[src/sv/rrsg_pkg.sv]
`timescale 1ns / 1ps
package rrsg_pkg;

    // Widths fixed by the level and count fields
    localparam int LEVEL_BITS = 16;
    localparam int COUNT_BITS = 16;

    // Magnitude of a level difference needs one extra bit
    localparam int DIVIDEND_BITS = LEVEL_BITS + 1;
    localparam int DIV_STEPS     = DIVIDEND_BITS;
    localparam int DIV_CNT_BITS  = $clog2(DIV_STEPS);

    localparam int CFG_INDEX_BITS = 3;
    localparam int CFG_DATA_BITS  = 16;
    localparam int PROD_BITS      = 2 * (LEVEL_BITS + 1);
    localparam int FRAC_SHIFT     = 16;

    localparam logic [COUNT_BITS-1:0] COUNT_MAX = '1;

    // Register reset values
    localparam logic signed [LEVEL_BITS-1:0] RST_MIN_LEVEL   = -16'sd4096;
    localparam logic signed [LEVEL_BITS-1:0] RST_MAX_LEVEL   = 16'sd4096;
    localparam logic [COUNT_BITS-1:0]        RST_MIN_DUR     = 16'd100;
    localparam logic [COUNT_BITS-1:0]        RST_MAX_DUR     = 16'd1000;
    localparam logic [COUNT_BITS-1:0]        RST_CHG_DUR     = 16'd100;
    localparam logic signed [LEVEL_BITS-1:0] RST_START_LEVEL = 16'sd0;

    typedef enum logic [CFG_INDEX_BITS-1:0] {
        CFG_MIN_LEVEL   = 3'd0,
        CFG_MAX_LEVEL   = 3'd1,
        CFG_MIN_DUR     = 3'd2,
        CFG_MAX_DUR     = 3'd3,
        CFG_CHG_DUR     = 3'd4,
        CFG_RND_TARGET  = 3'd5,
        CFG_RND_DUR     = 3'd6,
        CFG_START_LEVEL = 3'd7
    } t_cfg_index;

    typedef enum logic [2:0] {
        ST_IDLE,
        ST_CHK,
        ST_SEG,
        ST_TGT,
        ST_MOVE,
        ST_DIV,
        ST_OUT
    } t_state;

    typedef enum logic {
        REQ_ADVANCE = 1'b0,
        REQ_RESTART = 1'b1
    } t_req;

    typedef struct packed {
        logic busy;
        logic done;
    } t_div_stat;

endpackage

[src/sv/random_ramp_signal_generator.sv]
`timescale 1ns / 1ps
// Random ramp signal generator.
// Input channel (i_in_valid / o_in_stall) carries one request beat: advance
// one tick or restart from the start level, with the random duration offset
// and random target fraction used when a new segment begins. The output
// channel (o_out_valid / i_out_stall) returns exactly one beat per request:
// the level in signed Q3.12 and a flag for a tick that began a segment.
// A restart goes through the check and output states; an advance goes
// through the check state, the segment state and, with a random target, the
// target state when a new segment begins, then the move state, the 17-step
// restoring divider that works out the ramp step while the ramp still
// changes, and the output state. One request is in flight at a time.
// The output register holds a finished beat while the receiver stalls and
// the next request is still accepted; the sequencer waits only if a second
// result is ready before the first has been taken.
// Configuration is written through i_cfg_we / i_cfg_index / i_cfg_data only
// while idle, a rule for the user that the block does not enforce.
// Synchronous reset loads the register defaults, sets the level to the
// default start level and clears the segment; no output is valid.
module random_ramp_signal_generator import rrsg_pkg::*; (
    input  logic                      i_clk,
    input  logic                      i_rst_n,
    input  logic                      i_cfg_we,
    input  logic [CFG_INDEX_BITS-1:0] i_cfg_index,
    input  logic [CFG_DATA_BITS-1:0]  i_cfg_data,
    input  logic                      i_in_valid,
    output logic                      o_in_stall,
    input  logic                      i_req_type,
    input  logic [15:0]               i_random_offset,
    input  logic [15:0]               i_random_fraction,
    output logic                      o_out_valid,
    input  logic                      i_out_stall,
    output logic signed [15:0]        o_level,
    output logic                      o_segment_start
);

    // Configuration registers
    logic signed [LEVEL_BITS-1:0] r_min_level, r_max_level, r_start_level;
    logic [COUNT_BITS-1:0]        r_min_dur, r_max_dur, r_chg_dur;
    logic                         r_rnd_tgt, r_rnd_dur;

    // Sequencer state
    t_state                       r_state, n_state;
    logic                         r_req, n_req;
    logic [15:0]                  r_offset, n_offset;
    logic [15:0]                  r_frac, n_frac;
    logic signed [LEVEL_BITS-1:0] r_cur, n_cur;
    logic signed [LEVEL_BITS-1:0] r_tgt, n_tgt;
    logic [COUNT_BITS-1:0]        r_step, n_step;
    logic [COUNT_BITS-1:0]        r_seglen, n_seglen;
    logic                         r_seg, n_seg;
    logic signed [PROD_BITS-1:0]  r_prod, n_prod;
    logic                         r_neg, n_neg;
    logic                         r_o_valid, n_o_valid;
    logic signed [LEVEL_BITS-1:0] r_o_level, n_o_level;
    logic                         r_o_seg, n_o_seg;

    // Divider handshake
    logic                         div_start;
    logic [DIVIDEND_BITS-1:0]     div_dividend;
    logic [COUNT_BITS-1:0]        div_divisor;
    logic [DIVIDEND_BITS-1:0]     div_quotient;
    t_div_stat                    div_stat;

    // Arithmetic helpers
    logic signed [LEVEL_BITS:0]     span;
    logic signed [PROD_BITS-1:0]    prod;
    logic signed [PROD_BITS-1:0]    prod_adj;
    logic signed [LEVEL_BITS+1:0]   tgt_rnd;
    logic [COUNT_BITS-1:0]          dur_range;
    logic [COUNT_BITS-1:0]          dur_off;
    logic [COUNT_BITS-1:0]          new_len;
    logic signed [LEVEL_BITS-1:0]   clamp_lo;
    logic signed [LEVEL_BITS-1:0]   clamped;
    logic signed [LEVEL_BITS:0]     lvl_diff;
    logic [DIVIDEND_BITS-1:0]       lvl_mag;
    logic signed [LEVEL_BITS+1:0]   q_signed;
    logic signed [LEVEL_BITS+1:0]   lvl_sum;
    logic                           out_free;

    // Write configuration registers
    always_ff @(posedge i_clk) begin
        if (!i_rst_n) begin
            r_min_level   <= RST_MIN_LEVEL;
            r_max_level   <= RST_MAX_LEVEL;
            r_min_dur     <= RST_MIN_DUR;
            r_max_dur     <= RST_MAX_DUR;
            r_chg_dur     <= RST_CHG_DUR;
            r_rnd_tgt     <= 1'b0;
            r_rnd_dur     <= 1'b0;
            r_start_level <= RST_START_LEVEL;
        end else if (i_cfg_we) begin
            unique case (t_cfg_index'(i_cfg_index))
                CFG_MIN_LEVEL:   r_min_level   <= $signed(i_cfg_data[LEVEL_BITS-1:0]);
                CFG_MAX_LEVEL:   r_max_level   <= $signed(i_cfg_data[LEVEL_BITS-1:0]);
                CFG_MIN_DUR:     r_min_dur     <= i_cfg_data[COUNT_BITS-1:0];
                CFG_MAX_DUR:     r_max_dur     <= i_cfg_data[COUNT_BITS-1:0];
                CFG_CHG_DUR:     r_chg_dur     <= i_cfg_data[COUNT_BITS-1:0];
                CFG_RND_TARGET:  r_rnd_tgt     <= i_cfg_data[0];
                CFG_RND_DUR:     r_rnd_dur     <= i_cfg_data[0];
                CFG_START_LEVEL: r_start_level <= $signed(i_cfg_data[LEVEL_BITS-1:0]);
                default: ;
            endcase
        end
    end

    // Random target: min + frac * span / 2^16, rounded toward zero
    assign span     = {r_max_level[LEVEL_BITS-1], r_max_level}
                    - {r_min_level[LEVEL_BITS-1], r_min_level};
    assign prod     = $signed({1'b0, r_frac}) * span;
    assign prod_adj = r_prod[PROD_BITS-1]
                    ? r_prod + PROD_BITS'(signed'((1 << FRAC_SHIFT) - 1))
                    : r_prod;
    assign tgt_rnd  = {{2{r_min_level[LEVEL_BITS-1]}}, r_min_level}
                    + prod_adj[FRAC_SHIFT+LEVEL_BITS+1:FRAC_SHIFT];

    // Segment length, offset saturated below the duration range
    assign dur_range = r_max_dur - r_min_dur;
    assign dur_off   = (r_offset[COUNT_BITS-1:0] >= dur_range)
                     ? dur_range - 1'b1 : r_offset[COUNT_BITS-1:0];
    assign new_len   = (r_rnd_dur && (r_max_dur > r_min_dur))
                     ? r_min_dur + dur_off : r_min_dur;

    // Clamp: upper bound wins when the bounds are swapped
    assign clamp_lo = (r_cur < r_min_level) ? r_min_level : r_cur;
    assign clamped  = (clamp_lo > r_max_level) ? r_max_level : clamp_lo;

    // Ramp step operands and result
    assign lvl_diff = {r_tgt[LEVEL_BITS-1], r_tgt} - {r_cur[LEVEL_BITS-1], r_cur};
    assign lvl_mag  = lvl_diff[LEVEL_BITS] ? DIVIDEND_BITS'(-lvl_diff)
                                           : DIVIDEND_BITS'(lvl_diff);
    assign q_signed = r_neg ? -$signed({1'b0, div_quotient})
                            : $signed({1'b0, div_quotient});
    assign lvl_sum  = {{2{r_cur[LEVEL_BITS-1]}}, r_cur} + q_signed;

    assign div_dividend = lvl_mag;
    assign div_divisor  = r_chg_dur - r_step;
    assign out_free     = !r_o_valid || !i_out_stall;

    // Next state and datapath updates
    always_comb begin
        n_state   = r_state;
        n_req     = r_req;
        n_offset  = r_offset;
        n_frac    = r_frac;
        n_cur     = r_cur;
        n_tgt     = r_tgt;
        n_step    = r_step;
        n_seglen  = r_seglen;
        n_seg     = r_seg;
        n_prod    = r_prod;
        n_neg     = r_neg;
        n_o_level = r_o_level;
        n_o_seg   = r_o_seg;
        n_o_valid = r_o_valid && i_out_stall;
        div_start = 1'b0;
        unique case (r_state)
            ST_IDLE: begin
                if (i_in_valid) begin
                    n_req    = i_req_type;
                    n_offset = i_random_offset;
                    n_frac   = i_random_fraction;
                    n_state  = ST_CHK;
                end
            end
            ST_CHK: begin
                n_seg = 1'b0;
                if (t_req'(r_req) == REQ_RESTART) begin
                    n_cur    = r_start_level;
                    n_tgt    = '0;
                    n_step   = '0;
                    n_seglen = '0;
                    n_state  = ST_OUT;
                end else if (r_step >= r_seglen) begin
                    n_state = ST_SEG;
                end else begin
                    n_state = ST_MOVE;
                end
            end
            ST_SEG: begin
                // Open a segment: alternate target uses the level before clamp
                n_seglen = new_len;
                n_prod   = prod;
                n_tgt    = (r_cur >= r_max_level) ? r_min_level : r_max_level;
                n_cur    = clamped;
                n_step   = '0;
                n_seg    = 1'b1;
                n_state  = r_rnd_tgt ? ST_TGT : ST_MOVE;
            end
            ST_TGT: begin
                n_tgt   = tgt_rnd[LEVEL_BITS-1:0];
                n_state = ST_MOVE;
            end
            ST_MOVE: begin
                if (r_chg_dur <= r_step) begin
                    n_cur   = r_tgt;
                    n_state = ST_OUT;
                end else begin
                    div_start = 1'b1;
                    n_neg     = lvl_diff[LEVEL_BITS];
                    n_state   = ST_DIV;
                end
                if (r_step != COUNT_MAX) begin
                    n_step = r_step + 1'b1;
                end
            end
            ST_DIV: begin
                if (div_stat.done) begin
                    n_cur   = lvl_sum[LEVEL_BITS-1:0];
                    n_state = ST_OUT;
                end
            end
            ST_OUT: begin
                // Hand over once the output register is free
                if (out_free) begin
                    n_o_level = r_cur;
                    n_o_seg   = r_seg;
                    n_o_valid = 1'b1;
                    n_state   = ST_IDLE;
                end
            end
            default: n_state = ST_IDLE;
        endcase
    end

    // Control and level state
    always_ff @(posedge i_clk) begin
        if (!i_rst_n) begin
            r_state   <= ST_IDLE;
            r_o_valid <= 1'b0;
            r_cur     <= RST_START_LEVEL;
            r_tgt     <= '0;
            r_step    <= '0;
            r_seglen  <= '0;
        end else begin
            r_state   <= n_state;
            r_o_valid <= n_o_valid;
            r_cur     <= n_cur;
            r_tgt     <= n_tgt;
            r_step    <= n_step;
            r_seglen  <= n_seglen;
        end
    end

    // Payload registers
    always_ff @(posedge i_clk) begin
        r_req     <= n_req;
        r_offset  <= n_offset;
        r_frac    <= n_frac;
        r_seg     <= n_seg;
        r_prod    <= n_prod;
        r_neg     <= n_neg;
        r_o_level <= n_o_level;
        r_o_seg   <= n_o_seg;
    end

    rrsg_div u_div (
        .i_clk      (i_clk),
        .i_rst_n    (i_rst_n),
        .i_start    (div_start),
        .i_dividend (div_dividend),
        .i_divisor  (div_divisor),
        .o_quotient (div_quotient),
        .o_stat     (div_stat)
    );

    assign o_in_stall      = (r_state != ST_IDLE);
    assign o_out_valid     = r_o_valid;
    assign o_level         = r_o_level;
    assign o_segment_start = r_o_seg;

endmodule

[src/sv/rrsg_div.sv]
`timescale 1ns / 1ps
module rrsg_div import rrsg_pkg::*; (
    input  logic                     i_clk,
    input  logic                     i_rst_n,
    input  logic                     i_start,
    input  logic [DIVIDEND_BITS-1:0] i_dividend,
    input  logic [COUNT_BITS-1:0]    i_divisor,
    output logic [DIVIDEND_BITS-1:0] o_quotient,
    output t_div_stat                o_stat
);

    logic                     r_busy;
    logic                     r_done;
    logic [DIV_CNT_BITS-1:0]  r_cnt;
    logic [COUNT_BITS-1:0]    r_rem;
    logic [DIVIDEND_BITS-1:0] r_quo;
    logic [COUNT_BITS-1:0]    r_dvs;

    logic [COUNT_BITS:0]      trial;
    logic                     fits;
    logic [COUNT_BITS:0]      diff;

    // Shift in one dividend bit and try the subtraction
    assign trial = {r_rem, r_quo[DIVIDEND_BITS-1]};
    assign fits  = trial >= {1'b0, r_dvs};
    assign diff  = trial - {1'b0, r_dvs};

    // Control: one quotient bit per cycle
    always_ff @(posedge i_clk) begin
        if (!i_rst_n) begin
            r_busy <= 1'b0;
            r_done <= 1'b0;
            r_cnt  <= '0;
        end else begin
            r_done <= 1'b0;
            if (i_start) begin
                r_busy <= 1'b1;
                r_cnt  <= DIV_CNT_BITS'(DIV_STEPS - 1);
            end else if (r_busy) begin
                if (r_cnt == '0) begin
                    r_busy <= 1'b0;
                    r_done <= 1'b1;
                end else begin
                    r_cnt <= r_cnt - 1'b1;
                end
            end
        end
    end

    // Datapath: remainder and combined dividend/quotient shift register
    always_ff @(posedge i_clk) begin
        if (i_start) begin
            r_rem <= '0;
            r_quo <= i_dividend;
            r_dvs <= i_divisor;
        end else if (r_busy) begin
            r_rem <= fits ? diff[COUNT_BITS-1:0] : trial[COUNT_BITS-1:0];
            r_quo <= {r_quo[DIVIDEND_BITS-2:0], fits};
        end
    end

    assign o_quotient  = r_quo;
    assign o_stat.busy = r_busy;
    assign o_stat.done = r_done;

endmodule

[config.mk]
export PLATFORM = sky130hd
export DESIGN_NAME = random_ramp_signal_generator
export DESIGN_NICKNAME = d
export VERILOG_FILES = /design/src/sv/rrsg_pkg.sv /design/src/sv/random_ramp_signal_generator.sv /design/src/sv/rrsg_div.sv
export SDC_FILE = /design/constraint.sdc
export NUM_CORES = 2
export LEC_CHECK = 0
export BUFFER_PORTS_ARGS = -buffer_cell sky130_fd_sc_hd__buf_2
export CAP_MARGIN = 40
export CORE_MARGIN = 2
export CORE_UTILIZATION = 65
export CTS_CLUSTER_SIZE = 12
export DETAILED_ROUTE_END_ITERATION = 8
export GPL_TIMING_DRIVEN = 0
export PLACE_DENSITY = 0.94
export SLEW_MARGIN = 20
export SYNTH_ARGS = -nofsm -noshare
export SYNTH_HDL_FRONTEND = slang
export SYNTH_SLANG_ARGS = --single-unit
[constraint.sdc]
create_clock -name i_clk -period 22.1 [get_ports i_clk]
set_clock_uncertainty 0.2 [all_clocks]
set_input_delay 3.315 -clock i_clk [delete_from_list [all_inputs] [get_ports i_clk]]
set_output_delay 3.315 -clock i_clk [all_outputs]
set_load 0.005 [all_outputs]
-- Word level (Yosys, flattened, before mapping)
Cells that the tools add are included.
- $add $sub $neg: 14
- multiply operators: 1
- magnitude comparators: 8
- equal/unequal tests: 21
- mux-type cells: 40
- bitwise operators: 4
- reduce and logical (&&, ||, !) cells: 34
- operators with widths (operator ; count):
    16-bit 2-to-1 mux ; 12
    16-bit one-hot mux with 3 select lines ; 2
    16-bit one-hot mux with 4 select lines ; 1
    17-bit 2-to-1 mux ; 3
    16-bit adder ; 3
    16-bit >= comparator ; 3
    16-bit subtractor ; 3
    17-bit by 17-bit multiplier with 34-bit output ; 1
    16-bit by 16-bit subtractor with 17-bit output ; 2
    32-bit by 17-bit adder with 32-bit output (second input constant) ; 1
    16-bit greater-than comparator ; 2
    32-bit 2-to-1 mux ; 1
    16-bit one-hot mux with 2 select lines ; 1
    2-bit AND reduction ; 15
    3-bit equality test (second input constant) ; 7
    3-bit one-hot mux with 7 select lines ; 1
    3-bit 2-to-1 mux ; 6
    17-bit by 16-bit >= comparator with 1-bit output ; 1
    17-bit negation ; 1
    16-bit by 1-bit adder with 16-bit output (second input constant) ; 1
    16-bit less-or-equal comparator ; 1
    16-bit < comparator ; 1
    16-bit != test (second input constant) ; 1
    16-bit negation ; 1
    23 further kinds ; 51
- register bits: 308
- input bits: 57
- output and inout port bits: 19
- logic and storage cells: 151

-- Longest topological paths before layout
- depth in word-level cells: 6
- mapped depth: 37
- gate-level depth less buffers: 36

-- By module
A second synthesis with hierarchy kept.
- cells, all modules: 3567
- area, all modules: 30247.8 sq um
- modules (own cells, without submodules) (module ; times used ; cells each ; area an instance (sq um)):
    random_ramp_signal_generator ; 1 ; 3237 ; 26997.1
    rrsg_div ; 1 ; 330 ; 3250.6

-- Worst setup path before layout
No wires, ideal clock.
- kind: reg2reg
- start: register r_max_level[0]
- end: register r_prod[33], data pin
- setup time: 0.260 ns
- arrival time: 8.224 ns
- slack: 13.416 ns
- cell stages (with the launch flop): 36
- path through: dfxtp_1 > inv_1 > ha_1 > fa_1 > nor2b_1 > o21ai_0 > a21boi_0 > o21ai_0 > a21boi_0 > o21ai_0 > a21oi_1 > o41ai_1 > o211a_1 > a31oi_1 > clkbuf_1 > nor2_1 > fa_1 > fa_1 > fa_1 > fa_1 > fa_1 > inv_1 > fa_1 > inv_1 > ha_1 > and3_1 > nand2_1 > o21bai_1 > a21o_1 > a311o_1 > a211o_1 > a41oi_1 > o21a_1 > o21ai_0 > a21oi_1 > xnor2_1
- longest elaborated chain between the ends: 2
- ends and longest elaborated chain (item ; line ; RTL):
    start: declaration ; random_ramp_signal_generator.sv:38 ; logic signed [LEVEL_BITS-1:0] r_min_level, r_max_level, r_start_level;
    start signal: assignment ; random_ramp_signal_generator.sv:95 ; CFG_MAX_LEVEL: r_max_level <= $signed(i_cfg_data[LEVEL_BITS-1:0]);
    16-bit by 16-bit subtractor with 17-bit output ; random_ramp_signal_generator.sv:109 ; - {r_min_level[LEVEL_BITS-1], r_min_level};
    17-bit by 17-bit multiplier with 34-bit output ; random_ramp_signal_generator.sv:110 ; assign prod = $signed({1'b0, r_frac}) * span;
    via prod[33] ; random_ramp_signal_generator.sv:67 ; logic signed [PROD_BITS-1:0] prod;
    end signal: assignment ; random_ramp_signal_generator.sv:251 ; r_prod <= n_prod;
    end: declaration ; random_ramp_signal_generator.sv:52 ; logic signed [PROD_BITS-1:0] r_prod, n_prod;
The timed path passes the listed nets, and every way through them passes these cells.
A chain may end at the register's enable or synchronous reset.

-- Worst setup path in the final report
Ends and elaborated chain as after synthesis.

==> impl_metrics.tcl <==
set metrics [dict create \
    worst_pin_slew_ns 0.9621 \
    final_max_slew_viol_count 0 \
    drc_errors 0 \
    port-buffer-count 74 \
    cts_tree "yes" \
    rows 79 \
    worstHoldPathType "reg -> reg" \
    setup_viol 0 \
    status "finished clean" \
    syn_inst 3532 \
    hold_buffers 0 \
    synth_edf_count 118 \
    dpl_cell_area_sq_mm 0.03157 \
    area_growth_pct 8.444 \
    seq_area_sq_mm 0.007327 \
    grt_pass1_vias 26410 \
    max_stage_delay_ns 0.71 \
    rsz0062_at_grt "false" \
    cts_made_buffers 38 \
    hold_violations 0 \
    min_period_ns 10.61 \
    grtUsageMet3_pct 6.611 \
    ys_types 86 \
    place_hpwl_mm 66.43 \
    largest_reg_flops 33 \
    fin_nets 4271 \
    io_pins 76 \
    drt_iter0_markers 2989 \
    start_util_pct 65.57 \
    routed_wl_mm 85.29 \
    worstSetupPathType "reg -> reg" \
    multi_input_area_sq_mm 0.02075 \
    fill_cells 3237 \
    core_sq_mm 0.04626 \
    ys_ff_latch 307 \
    cts_root_buf "clkbuf_16" \
    grt.overflow.total 0 \
    drive_gt1_share_pct 5.584 \
    grtUsageTotal_pct 35.45 \
    critPathMostFrequentCell "fa_1" \
    place_congestion 0.9753 \
    use_met1_pct 44.02 \
    yosys_warnings 0 \
    finish.instance_area_sq_mm 0.03289 \
    clkTransAtPathRegs_ns 0.06 \
    cp.arrival_ns 10.74 \
    ant_nets 0 \
    fmax_mhz 94.22 \
    cts.htree.levels 2 \
    avgViaCountPerCell 6.175 \
    dr.pass1.iters 8 \
    wl_per_cell_microns 19.84 \
    postCtsSetupRepairBufs 0 \
    die_w_microns 220.0 \
    worst_path_max_delay_cell "xnor2_1" \
    die_area_sq_mm 0.04841 \
    die_h_microns 220.0 \
    antenna_found_initial 3 \
    cp_max_fo 10 \
    finalSetupTns_ns 0 \
    vias 26550 \
    synth-seq-area-share_pct 24.16 \
    gr-max-usage-layer "met2" \
    cp_data_required_time_ns 22.22 \
    syn_avg_cell_area_sq_um 8.587 \
    regMostFlops "r_prod" \
    clockBufferDepth 3 \
    synth-async-reset-ratio_pct 0 \
    cts_num_sinks 307 \
    period_share_pct 48.03 \
    cp-start-kind "flop" \
    cp-end-kind "flop" \
    synth_nets 4144 \
    ys.flop_type "dfxtp_1" \
    grt_max_degree 33 \
    clkLatencyLatePin_ns 0.58 \
    grt_pass1_wl_mm 134.9 \
    drv_cap 0 \
    use_met2_pct 57.91 \
    maxSlewHeadroom_pct 35.28 \
    cts_resized 0 \
    mappedNetlistArea_sq_mm 0.03033 \
]
[critical path: cells and delay by family, from the launching register on]
family | cells | cell delay [ns]
buffers and inverters | 5 | 0.91
AND/OR/NAND/NOR | 5 | 0.70
XOR/XNOR | 2 | 0.81
flip-flops | 1 | 0.42
AO/OA/AOI/OAI | 14 | 3.08
adder cells (fa/ha/maj) | 9 | 4.25
[routing by layer]
layer  vias up  part of all wire (%)
met2      1558                    45
met1     12420                    38
met5         -                     0
met4         0                   6.8
met3       408                    10
li1      12160                     -
[cells by family (layout without fill, tap and decap cells)]
logic type	after synthesis	in the layout	synth area share, %
AOI/OAI and AO/OA	717	717	15.68
xor gates and xnor gates	177	177	5.185
adders and majority gates	555	555	28.27
buffers and inverters	597	754	7.467
DFF	307	307	24.16
muxes	47	47	1.563
other	0	3	0
and+or+nand+nor	1132	1132	17.68
[layout make-up]
| cell class | instances | area share (%) |
|---|---|---|
| repair buffers | 87 | 1.563 |
| well taps | 607 | 2.309 |
| plain buffers | 125 | 1.503 |
| diodes | 3 | 0.02282 |
| inverters | 472 | 5.386 |
| multi-input cells | 2628 | 63.09 |
| clock buffers | 54 | 3.420 |
| clock inverters | 16 | 0.4337 |
| flip-flops and latches | 307 | 22.28 |
[layout by cell type (no fill, tap or decap), types with 10 or more instances in the layout]
master,n
a21oi_1,160
o211ai_1,24
o31ai_1,12
or3_1,20
nand3_1,47
nor4_1,14
a222oi_1,11
xor2_1,38
clkbuf_1,118
and3b_1,11
edfxtp_1,118
or2_2,14
nor3_1,42
xnor2_1,136
a31oi_1,22
dfxtp_1,189
nand3b_1,12
a21o_1,60
ha_1,338
nor2_1,203
nand4_1,32
inv_1,472
o21ai_0,167
and3_1,10
nand2b_1,26
o21a_1,24
nor2b_1,85
a21boi_0,115
a211oi_1,16
buf_2,88
fa_1,217
o41ai_1,10
nand2_1,494
or4_1,10
and2_1,91
mux2i_1,44
clkbuf_16,41
[synth_stat cells, drive strengths merged, types with 7 or more instances]
library cell    n  share of area [%]
edfxtp        118                 12
nor2b          85                1.8
nand2b         26               0.54
a211oi         16               0.40
or3            20               0.41
o31ai          12               0.30
xnor2         138                4.0
buf            14               0.25
and3b          11               0.32
o21a           24               0.59
nor3           42               0.69
a222oi         11               0.36
nand4          32               0.66
nand3          47               0.78
o21ai         171                2.8
and4            7               0.21
a21boi        116                2.9
o31a            7               0.20
nand3b         12               0.30
xor2           39                1.2
or2            14               0.29
fa            217                 14
inv           472                5.8
nand2         494                6.1
a21oi         161                2.7
o41ai          14               0.54
or4            10               0.25
nor2          204                2.5
o221ai          8               0.25
o21bai          7               0.17
ha            338                 14
and3           11               0.24
o211ai         24               0.59
clkbuf        111                1.4
a31oi          22               0.45
dfxtp         189                 12
nor4           15               0.36
a21o           60                1.5
mux2i          44                1.5
and2           92                1.9
[worst paths after layout]
check                         startpoint                  endpoint  slack, ns  cells after the start
max          r_max_level[0]$_SDFFE_PN0P_      r_prod[33]$_DFFE_PP_      11.49                     35
min             r_seglen[1]$_SDFFE_PN0P_  r_seglen[1]$_SDFFE_PN0P_       0.27                      2
max reg2reg  r_max_level[0]$_SDFFE_PN0P_      r_prod[33]$_DFFE_PP_      11.49                     35
min reg2reg     r_seglen[1]$_SDFFE_PN0P_  r_seglen[1]$_SDFFE_PN0P_       0.27                      2
[metrics by stage]
step / std cells / util, % / setup slack, ns / hold slack [ns]
after global routing: 4299 / 71.10 / 10.91 / 0.2844
after CTS: 4289 / 70.99 / 11.79 / 0.2705
after global placement: 4213 / 68.01 / 12.12 / 0.2462
final: 4299 / 71.10 / 11.49 / 0.2723
after detailed placement: 4219 / 68.25 / 11.90 / 0.2487
after floorplan: 3532 / - / 13.42 / 0.2003
Power is not shown: default switching activity piles up to over one toggle a cycle in this logic, so the estimate is an artifact.
